<file path="config.mk">
export PLATFORM = sky130hd
export DESIGN_NAME = tlb_page_table_translate
export DESIGN_NICKNAME = d
export VERILOG_FILES = /design/src/rtl/tpt_pkg.sv /design/src/rtl/tpt_cell.sv /design/src/rtl/tpt_page_table.sv /design/src/rtl/tlb_page_table_translate.sv
export SDC_FILE = /design/constraint.sdc
export NUM_CORES = 2
export LEC_CHECK = 0
export BUFFER_PORTS_ARGS = -buffer_cell sky130_fd_sc_hd__buf_2
export CORE_MARGIN = 2
export CORE_UTILIZATION = 35
export CTS_BUF_LIST = sky130_fd_sc_hd__clkbuf_8
export DETAILED_ROUTE_END_ITERATION = 16
export PLACE_DENSITY_LB_ADDON = 0.12
export SYNTH_ARGS = -nofsm -noshare
export SYNTH_HDL_FRONTEND = slang
export SYNTH_SLANG_ARGS = --single-unit
</file>
<file path="constraint.sdc">
create_clock -name clk_i -period 22.1 [get_ports clk_i]
set_clock_uncertainty 0.2 [all_clocks]
set_input_delay 2.21 -clock clk_i [delete_from_list [all_inputs] [get_ports clk_i]]
set_output_delay 2.21 -clock clk_i [all_outputs]
set_load 0.02 [all_outputs]
</file>
<file path="src/rtl/tpt_pkg.sv">
// ----------------------------------------------------------------------------
// TLB translator package
// Shared widths and default parameter values for the address translator.
// ----------------------------------------------------------------------------
package tpt_pkg;

  // Width of a logical and of a physical address.
  localparam int unsigned AddrW = 16;

  // Width of the running transaction counters.
  localparam int unsigned CountW = 32;

  // Default geometry.
  localparam int unsigned TlbEntriesDef = 16;
  localparam int unsigned PageBitsDef   = 8;

endpackage

</file>
<file path="src/rtl/tpt_cell.sv">
// ----------------------------------------------------------------------------
// TLB cell
// One TLB slot of the replacement chain. On a shift it takes the entry of its
// upstream neighbour, so the chain ages out its oldest entry in FIFO order.
// ----------------------------------------------------------------------------
module tpt_cell
  import tpt_pkg::*;
#(
  parameter int unsigned VpnW = 8
) (
  input  logic            clk_i,
  input  logic            rst_ni,
  input  logic            shift_i,
  input  logic            valid_i,
  input  logic [VpnW-1:0] page_i,
  input  logic [VpnW-1:0] frame_i,
  input  logic [VpnW-1:0] look_page_i,
  output logic            valid_o,
  output logic [VpnW-1:0] page_o,
  output logic [VpnW-1:0] frame_o,
  output logic            match_o,
  output logic [VpnW-1:0] match_frame_o
);

  logic            valid_q;
  logic [VpnW-1:0] page_q;
  logic [VpnW-1:0] frame_q;

  always_ff @(posedge clk_i or negedge rst_ni) begin
    if (!rst_ni) begin
      valid_q <= 1'b0;
    end else if (shift_i) begin
      valid_q <= valid_i;
    end
  end

  always_ff @(posedge clk_i) begin
    if (shift_i) begin
      page_q  <= page_i;
      frame_q <= frame_i;
    end
  end

  assign match_o       = valid_q && (page_q == look_page_i);
  assign match_frame_o = match_o ? frame_q : '0;

  assign valid_o = valid_q;
  assign page_o  = page_q;
  assign frame_o = frame_q;

endmodule

</file>
<file path="src/rtl/tpt_page_table.sv">
// ----------------------------------------------------------------------------
// Page table
// One entry per page holding a mapped flag and a frame number. After reset a
// sweep clears every entry, one per cycle; reads are registered.
// ----------------------------------------------------------------------------
module tpt_page_table
  import tpt_pkg::*;
#(
  parameter int unsigned VpnW = 8
) (
  input  logic            clk_i,
  input  logic            rst_ni,
  input  logic [VpnW-1:0] rd_page_i,
  input  logic            wr_en_i,
  input  logic [VpnW-1:0] wr_page_i,
  input  logic [VpnW-1:0] wr_frame_i,
  output logic            rd_valid_o,
  output logic [VpnW-1:0] rd_frame_o,
  output logic            ready_o
);

  localparam int unsigned Pages = 1 << VpnW;

  logic [VpnW:0]   mem_q [Pages];
  logic [VpnW:0]   rd_q;
  logic            clearing_q;
  logic [VpnW-1:0] clr_q;

  always_ff @(posedge clk_i or negedge rst_ni) begin
    if (!rst_ni) begin
      clearing_q <= 1'b1;
      clr_q      <= '0;
    end else if (clearing_q) begin
      clr_q <= clr_q + 1'b1;
      if (clr_q == {VpnW{1'b1}}) begin
        clearing_q <= 1'b0;
      end
    end
  end

  always_ff @(posedge clk_i) begin
    if (clearing_q) begin
      mem_q[clr_q] <= '0;
    end else if (wr_en_i) begin
      mem_q[wr_page_i] <= {1'b1, wr_frame_i};
    end
    rd_q <= mem_q[rd_page_i];
  end

  assign rd_valid_o = rd_q[VpnW];
  assign rd_frame_o = rd_q[VpnW-1:0];
  assign ready_o    = !clearing_q;

endmodule

</file>
<file path="src/rtl/tlb_page_table_translate.sv">
// ----------------------------------------------------------------------------
// TLB address translator
// Translates logical addresses to physical ones through a FIFO-replaced TLB
// backed by a demand-paged page table.
// ----------------------------------------------------------------------------
// Usage. A transaction is accepted on the rising edge where start is high and
// busy is low; logical_address_i carries the address. Its result appears on
// the result ports for exactly one cycle, flagged by valid_o, once the lookup
// state has registered it. The receiver cannot stall, so results are simply
// taken. The page table read is registered: the entry is fetched as the
// address is accepted, and the lookup state then compares the page against
// every TLB cell, resolves the frame and commits any update. busy stays high
// during the lookup and is low again in the cycle the result is shown, so a
// new address may be started then.
// The TLB is a row of cells; on every miss a new entry is shifted in at the
// head and the oldest drops off the tail, giving FIFO replacement.
// Reset clears the TLB cells and the counters at once, and then the page table
// is swept clear one entry a cycle over its 2**(16 - PAGE_BITS) entries
// (256 by default). busy stays high throughout that sweep.
// ----------------------------------------------------------------------------
module tlb_page_table_translate
  import tpt_pkg::*;
#(
  parameter int unsigned TLB_ENTRIES = TlbEntriesDef,
  parameter int unsigned PAGE_BITS   = PageBitsDef
) (
  input  logic              clk_i,
  input  logic              rst_ni,
  input  logic              start,
  output logic              busy,
  input  logic [AddrW-1:0]  logical_address_i,
  output logic              valid_o,
  output logic [AddrW-1:0]  physical_address_o,
  output logic              tlb_hit_o,
  output logic              page_fault_o,
  output logic [CountW-1:0] address_count_o,
  output logic [CountW-1:0] hit_count_o,
  output logic [CountW-1:0] fault_count_o
);

  localparam int unsigned VpnW = AddrW - PAGE_BITS;

  typedef enum logic {
    StIdle,
    StLook
  } state_e;

  state_e state_q;

  logic [AddrW-1:0]  addr_q;
  logic [VpnW-1:0]   next_free_q;
  logic [CountW-1:0] addr_cnt_q;
  logic [CountW-1:0] hit_cnt_q;
  logic [CountW-1:0] fault_cnt_q;
  logic              valid_q;
  logic [AddrW-1:0]  phys_q;
  logic              hit_q;
  logic              fault_q;

  logic [VpnW-1:0] look_page;
  logic            accept;
  logic            pt_ready;
  logic            pt_valid;
  logic [VpnW-1:0] pt_frame;

  // The TLB chain: entry i+1 of these arrays is the output of cell i, and the
  // extra head entry 0 is the one being inserted.
  logic            chain_valid [TLB_ENTRIES+1];
  logic [VpnW-1:0] chain_page  [TLB_ENTRIES+1];
  logic [VpnW-1:0] chain_frame [TLB_ENTRIES+1];
  logic [TLB_ENTRIES-1:0] cell_match;
  logic [VpnW-1:0] cell_frame  [TLB_ENTRIES];

  logic            hit;
  logic            fault;
  logic            shift;
  logic [VpnW-1:0] tlb_frame;
  logic [VpnW-1:0] frame;

  assign look_page = addr_q[AddrW-1:PAGE_BITS];
  assign busy      = !pt_ready || (state_q == StLook);
  assign accept    = start && !busy;

  // Page table, read with the page of the incoming address so that the entry
  // is ready in the lookup cycle.
  tpt_page_table #(
    .VpnW(VpnW)
  ) u_page_table (
    .clk_i      (clk_i),
    .rst_ni     (rst_ni),
    .rd_page_i  (logical_address_i[AddrW-1:PAGE_BITS]),
    .wr_en_i    (fault),
    .wr_page_i  (look_page),
    .wr_frame_i (next_free_q),
    .rd_valid_o (pt_valid),
    .rd_frame_o (pt_frame),
    .ready_o    (pt_ready)
  );

  assign chain_valid[0] = 1'b1;
  assign chain_page[0]  = look_page;
  assign chain_frame[0] = frame;

  for (genvar i = 0; i < TLB_ENTRIES; i++) begin : g_cell
    tpt_cell #(
      .VpnW(VpnW)
    ) u_cell (
      .clk_i         (clk_i),
      .rst_ni        (rst_ni),
      .shift_i       (shift),
      .valid_i       (chain_valid[i]),
      .page_i        (chain_page[i]),
      .frame_i       (chain_frame[i]),
      .look_page_i   (look_page),
      .valid_o       (chain_valid[i+1]),
      .page_o        (chain_page[i+1]),
      .frame_o       (chain_frame[i+1]),
      .match_o       (cell_match[i]),
      .match_frame_o (cell_frame[i])
    );
  end

  // A page sits in at most one cell, so the gated frames can simply be ORed.
  always_comb begin
    tlb_frame = '0;
    for (int i = 0; i < TLB_ENTRIES; i++) begin
      tlb_frame = tlb_frame | cell_frame[i];
    end
  end

  assign hit   = |cell_match;
  assign fault = (state_q == StLook) && !hit && !pt_valid;
  assign shift = (state_q == StLook) && !hit;

  always_comb begin
    if (hit) begin
      frame = tlb_frame;
    end else if (pt_valid) begin
      frame = pt_frame;
    end else begin
      frame = next_free_q;
    end
  end

  always_ff @(posedge clk_i or negedge rst_ni) begin
    if (!rst_ni) begin
      state_q     <= StIdle;
      valid_q     <= 1'b0;
      next_free_q <= '0;
      addr_cnt_q  <= '0;
      hit_cnt_q   <= '0;
      fault_cnt_q <= '0;
      addr_q      <= '0;
      phys_q      <= '0;
      hit_q       <= 1'b0;
      fault_q     <= 1'b0;
    end else begin
      valid_q <= 1'b0;
      case (state_q)
        StIdle: begin
          if (accept) begin
            addr_q  <= logical_address_i;
            state_q <= StLook;
          end
        end
        StLook: begin
          valid_q    <= 1'b1;
          phys_q     <= {frame, addr_q[PAGE_BITS-1:0]};
          hit_q      <= hit;
          fault_q    <= fault;
          addr_cnt_q <= addr_cnt_q + 1'b1;
          if (hit) begin
            hit_cnt_q <= hit_cnt_q + 1'b1;
          end
          if (fault) begin
            fault_cnt_q <= fault_cnt_q + 1'b1;
            next_free_q <= next_free_q + 1'b1;
          end
          state_q <= StIdle;
        end
        default: begin
          state_q <= StIdle;
        end
      endcase
    end
  end

  assign valid_o            = valid_q;
  assign physical_address_o = phys_q;
  assign tlb_hit_o          = hit_q;
  assign page_fault_o       = fault_q;
  assign address_count_o    = addr_cnt_q;
  assign hit_count_o        = hit_cnt_q;
  assign fault_count_o      = fault_cnt_q;

endmodule

</file>
Yosys cells after proc, flatten, opt, wreduce, memory -nomap -nowiden. Memory sizes are Yosys's and may differ from the RTL's. A register that Yosys moved wholly into a read port is not among the register bits. Index checks and enable logic that the tools add are counted.

Output and inout bits: 116. Input port bits: 19. Bits in writable memories: 2304. Memories kept: 1. Bits in read-only memories: 0. Latch bits: 0. Flip-flop bits (word level): 421.

Memories: u_page_table.mem_q (words 256, bits a word 9, rd ports 1, clocked after Yosys merged registers in 1, wr ports 1, line tpt_page_table.sv:24) `logic [VpnW:0] mem_q [Pages];`.

Magnitude comparators: 0. Shift operators: 0. Divide/modulo/power cells: 0. Reductions and logical operators: 28. Multiply operators: 0. Add/sub/neg operators: 5. Equality and inequality tests: 17. Multiplexer cells: 31. Bitwise gates (word level): 16.

Operator list (count): $mux 8 (19); $eq 8x8->1 (16); $or 8x8->8 (15); $add 32x1->32 const B (3); $logic_and 1x1->1 (19); $add 8x1->8 const B (2); $reduce_or 16->1 (1); $mux 1 (10); $mux 9 (1); $reduce_or 9->1 (1); $eq 8x8->1 const B (1); $reduce_and 2->1 (3); $logic_not 1->1 (3); $pmux 1 s2 (1); $logic_or 1x1->1 (1); $not 1->1 (1).

Depth between registers and ports, before layout.
Word-level depth: 19. Gate-level depth with buffers: 13. Depth with buffers taken out: 8.

Cells and area by module. A second synthesis with hierarchy kept.

Cell total of the unflattened synthesis: 5524. Area total of the unflattened synthesis: 109174.7 µm².

Modules (own cells, without submodules): tpt_page_table (sequential area each 69593.0 µm², instances 1, cells each 4115, area each 89983.8 µm²); tpt_cell (sequential area each 505.5 µm², instances 16, cells each 50, area each 797.0 µm²); tlb_page_table_translate (sequential area each 3503.4 µm², instances 1, cells each 609, area each 6438.7 µm²).

Worst setup path before layout. Ideal clock, no wire load.

Kind: register to register. Start point: register addr_q[13]. End point: register g_cell[0].u_cell.frame_q[0] (enable). Required time: 21.293 ns. Period minus slack after synthesis: 8.295 ns. Library setup time: 0.607 ns. Arrival: 7.488 ns. Path buffers: 4. Cell stages (with the launch flop): 13. Slack: 13.805 ns. Cell sequence: dfrtp_1 buf_6 buf_8 xnor2_1 nand4_1 nor3_1 nor4_1 nand3_2 buf_6 nor2_4 nand2_2 buf_2 inv_1.

Cells in the longest elaborated chain, start to end: 5. Elaborated cells on any way between the ends: 35. Those cells by class: eq/ne (16); reduce/logical (19).

RTL lines: from (decl) (line tlb_page_table_translate.sv:50) `logic [AddrW-1:0] addr_q;`; from (signal assigned) (line tlb_page_table_translate.sv:162) `addr_q <= logical_address_i;`; $eq 8x8->1 (line tpt_cell.sv:44) `assign match_o = valid_q && (page_q == look_page_i);`; $logic_and 1x1->1 (line tpt_cell.sv:44); $reduce_or 16->1 (*) (line tlb_page_table_translate.sv:131) `assign hit = |cell_match;`; $logic_not 1->1 (*) (line tlb_page_table_translate.sv:133) `assign shift = (state_q == StLook) && !hit;`; $logic_and 1x1->1 (*) (line tlb_page_table_translate.sv:133); named net g_cell[0].u_cell.shift_i (line tpt_cell.sv:13) `input logic shift_i,`; to (signal assigned) (line tpt_cell.sv:40) `frame_q <= frame_i;`; to (decl) (line tpt_cell.sv:27) `logic [VpnW-1:0] frame_q;`.

The timed path passes the listed nets; every way through them passes the cells marked *. A chain may end at the register's enable or synchronous reset.

Final worst setup path.
Start point: register addr_q[8]. End point: memory u_page_table.mem_q[31][8] in the netlist's numbering (enable).

Cells in the longest elaborated chain, start to end: 11. Elaborated cells on any way between the ends: 42. Those cells by class: eq/ne (16); mux (5); reduce/logical (21).

RTL lines: $eq 8x8->1 (line tpt_cell.sv:44); $logic_and 1x1->1 (line tpt_cell.sv:44); $reduce_or 16->1 (line tlb_page_table_translate.sv:131); $logic_not 1->1 (line tlb_page_table_translate.sv:132) `assign fault = (state_q == StLook) && !hit && !pt_valid;`; $logic_and 1x1->1 (2 in a row) (line tlb_page_table_translate.sv:132); $mux 1 (line tpt_page_table.sv:44) `end else if (wr_en_i) begin`; $mux 1 (line tpt_page_table.sv:42) `if (clearing_q) begin`; $mux 1 (not written as such) (line tpt_page_table.sv:45) `mem_q[wr_page_i] <= {1'b1, wr_frame_i};`; $reduce_or 9->1 (no source line); $mux 8 (no source line) / $mux 1 (equally long branches); to (decl) (line tpt_page_table.sv:24).

Parallel ways exist; a longest one is shown, timed or not.

==> flow_metrics.env <==
export IMPL_gp_congestion=0.7558
export IMPL_vias=53180
export IMPL_maxCapViolCount=0
export IMPL_period_share=0.3119
export IMPL_synth_compound_area_frac=0.03410
export IMPL_dieArea_mm2=0.3078
export IMPL_finalMaxSlewViolations=0
export IMPL_synth_top_cell_area_share=0.7240
export IMPL_routed_wl_um=285100
export IMPL_synth_flop_cell="edfxtp_1"
export IMPL_ctsResizeCount=0
export IMPL_path_cells="buf_4, xnor2_1, nand4_1, nor3_2, buf_4, or4_1, or3_1, nor2_8, buf_12, mux2i_4, buf_4, nor3_1, buf_4"
export IMPL_tritoncts="yes"
export IMPL_fillers=27140
export IMPL_cts_made_buffers=462
export IMPL_worstSkewPairLatency_ns=1.08
export IMPL_synth_xor_xnor_area_share=0.01938
export IMPL_drt_pass1_iter_count=7
export IMPL_crit_required_ns=22.72
export IMPL_synth_cell_types=64
export IMPL_chipWidth_um=554.8
export IMPL_avgSynthCellArea_um2=20.58
export IMPL_worst_ep_arrival_time_ns=7.51
export IMPL_critPathMaxFanout=201
export IMPL_powerDensity_mw_per_mm2=89.51
export IMPL_synth_area_leaders="edfxtp_1 (72%), mux4_2 (12%), dfrtp_1 (3.9%)"
export IMPL_fin_cells=10040
export IMPL_grt_pass1_vias=55890
export IMPL_cts_max_path_buffers=4
export IMPL_slowest_stage="nor2_8"
export IMPL_place_inst=9193
export IMPL_ys_ff_latch=2734
export IMPL_worst_pin_slew_ns=1.225
export IMPL_dp_final_hpwl_um=163900
export IMPL_synthAdderAreaFrac=0.0005892
export IMPL_fin_tns_setup_ns=0
export IMPL_htree_levels=5
export IMPL_initial_core_util=0.3513
export IMPL_synthMuxAreaShare=0.1357
export IMPL_slowest_delay_ns=0.85
export IMPL_fin_crit_ns=6.893
export IMPL_clock_sinks=2734
export IMPL_drt_iter0_drc=4814
export IMPL_synth_nets=5183
export IMPL_rsz0062_at_grt="false"
export IMPL_leakagePower_uw=0.03836
export IMPL_cts_root_buf="clkbuf_8"
export IMPL_regArea_mm2=0.08118
export IMPL_worst_slack_ns=15.21
export IMPL_power_uw=10830
export IMPL_relSlewSlack=0.1731
export IMPL_syn_cell_area_mm2=0.1062
export IMPL_io_buffers=134
export IMPL_clock_fmax_ghz=0.1451
export IMPL_synth_simple_gate_area_frac=0.03160
export IMPL_antenna_left=0
export IMPL_synth_edff_count=2560
export IMPL_grt_max_degree=202
export IMPL_io_pins=135
export IMPL_critPathKind="reg2reg"
export IMPL_grt_pass1_wl_um=409600
export IMPL_ir_drop_v=0.00004645
export IMPL_post_cts_setup_buffers=0
export IMPL_cp_common_cell="buf_4"
export IMPL_grtUsageTotal=0.1829
export IMPL_hold_viol=0
export IMPL_hold_path_class="reg2reg"
export IMPL_hold_buffers=0
export IMPL_critPathLaunchType="register"
export IMPL_setup_viol=0
export IMPL_fp_row_count=202
export IMPL_globalRoute_totalOverflow=0
export IMPL_antenna_found_initial=16
export IMPL_die_h_um=554.8
export IMPL_multiInputGateArea_mm2=0.02396
export IMPL_drc=0
export IMPL_ys_seq_area_frac=0.7646
export IMPL_routed_via_density=5.297
export IMPL_nNetsFinal=5703
export IMPL_clkTransAtPathRegs_ns=0.06
export IMPL_drive_gt1_frac=0.2797
export IMPL_outcome="finished clean"
export IMPL_syn_inst=5159
export IMPL_synth_top_family_by_area="multiplexers"
export IMPL_synth_top_cell_by_area="edfxtp_1"
export IMPL_preCtsSetupSlack_ns=14.18
export IMPL_async_reset_ff_frac=0.06035
export IMPL_cp_end_kind="register"
export IMPL_areaGrowthSynthToFinish_pct=13.99
export IMPL_yosys_warnings=0
export IMPL_wire_per_inst_um=28.40
export IMPL_core_mm2=0.3023
## worst max-delay path, delay by kind of cell, from the launching register on
kind | cells | cell delay [ns]
xor gates and xnor gates | 1 | 0.12
buffers and inverters | 5 | 2.11
DFF | 1 | 0.41
muxes | 1 | 0.71
and+or+nand+nor | 6 | 2.91
## cells in the final DEF, fill, tap and decap left out, types with 14 or more instances in the layout
master	n
a21oi_1	80
and3_1	25
nor3_2	37
clkbuf_8	487
nor3_1	126
o221ai_1	18
nor4_1	17
a221oi_1	80
buf_4	210
nor2_1	202
o22ai_1	38
o22ai_4	16
clkinv_2	32
inv_1	189
nand4_1	40
edfxtp_1	2560
nand2_1	92
a211oi_1	21
a22oi_1	152
dfrtp_1	164
mux4_2	576
nand3_1	46
xnor2_1	194
xor2_1	41
a22o_1	46
buf_2	132
clkinv_1	127
mux2_2	117
nand2b_1	14
## cells by family (layout without fill, tap and decap cells)
logic type | after synthesis | in the layout
flip-flops | 2734 | 2734
XOR/XNOR | 235 | 235
AO/OA/AOI/OAI | 492 | 492
buffers and inverters | 325 | 1216
multiplexers | 704 | 704
AND/OR/NAND/NOR | 664 | 664
other | 0 | 10
adder cells (fa/ha/maj) | 5 | 5
## power breakdown
part | leakage [uW] | switching (uW) | internal (uW) | total, uW
clock | 0.00486 | 2070 | 2120 | 4180
combinational | 0.00840 | 513 | 233 | 746
sequential | 0.0251 | 71.7 | 5840 | 5910
total | 0.0384 | 2650 | 8180 | 10800
## Yosys cell counts, types with 46 or more instances
cell      count
buf_2        50
nor3_1      154
nand2_1      93
nor2_1      205
edfxtp_1   2560
a22oi_1     152
mux2_2      117
clkbuf_1    155
nand3_1      46
dfrtp_1     164
a22o_1       46
a21oi_1      80
mux4_2      576
o22ai_1      55
buf_1        59
a221oi_1     80
xnor2_1     194
## final cells by class
class,instances,area share
Multi-Input combinational cell,2100,0.1980
Tap cell,3978,0.04112
Timing Repair Buffer,351,0.01976
Sequential cell,2734,0.6707
Clock buffer,486,0.05526
Inverter,30,0.0009924
Antenna cell,10,0.0002067
Clock inverter,349,0.01393
## registers in the layout, summed over array words and instances (netlist names)
signal	cells
g_cell.u_cell.frame_o	128
u_page_table.clr_q	8
state_q	1
g_cell.u_cell.valid_o	16
addr_q	16
fault_count_o	32
hit_count_o	32
page_fault_o	1
tlb_hit_o	1
next_free_q	8
u_page_table.rd_q	9
u_page_table.mem_q	2304
u_page_table.clearing_q	1
physical_address_o	16
g_cell.u_cell.page_o	128
valid_o	1
address_count_o	32
## metal layers
layer,GRT usage,vias up,share of wire
li1,-,22560,-
met1,0.2519,28440,0.43
met2,0.2908,1685,0.47
met3,0.03790,493,0.066
met4,0.05789,6,0.031
met5,0,-,0.00011
## metrics by stage
stage	utilization	cell area [um^2]	hold WS, ns
floorplan	-	106200	0.1519
global placement	0.3726	112600	0.2248
detailed placement	0.3726	112600	0.2310
CTS	0.4003	121000	0.2408
global route	0.4004	121000	0.2236
finish	0.4004	121000	0.2371
## final timing paths
kind                                              from                     endpoint  slack, ns  cells after the start
max                                          addr_q[8]    u_page_table.mem_q[31][8]      15.21                     13
min                        g_cell[7].u_cell.frame_o[3]  g_cell[8].u_cell.frame_o[3]       0.24                      0
max reg2reg                                  addr_q[8]    u_page_table.mem_q[31][8]      15.21                     13
min reg2reg                g_cell[7].u_cell.frame_o[3]  g_cell[8].u_cell.frame_o[3]       0.24                      0
max in group asynchronous                       rst_ni                   addr_q[12]      19.08                      2
min in group asynchronous                       rst_ni     g_cell[9].u_cell.valid_o       1.00                      1
(Power assumes the default switching activity.)
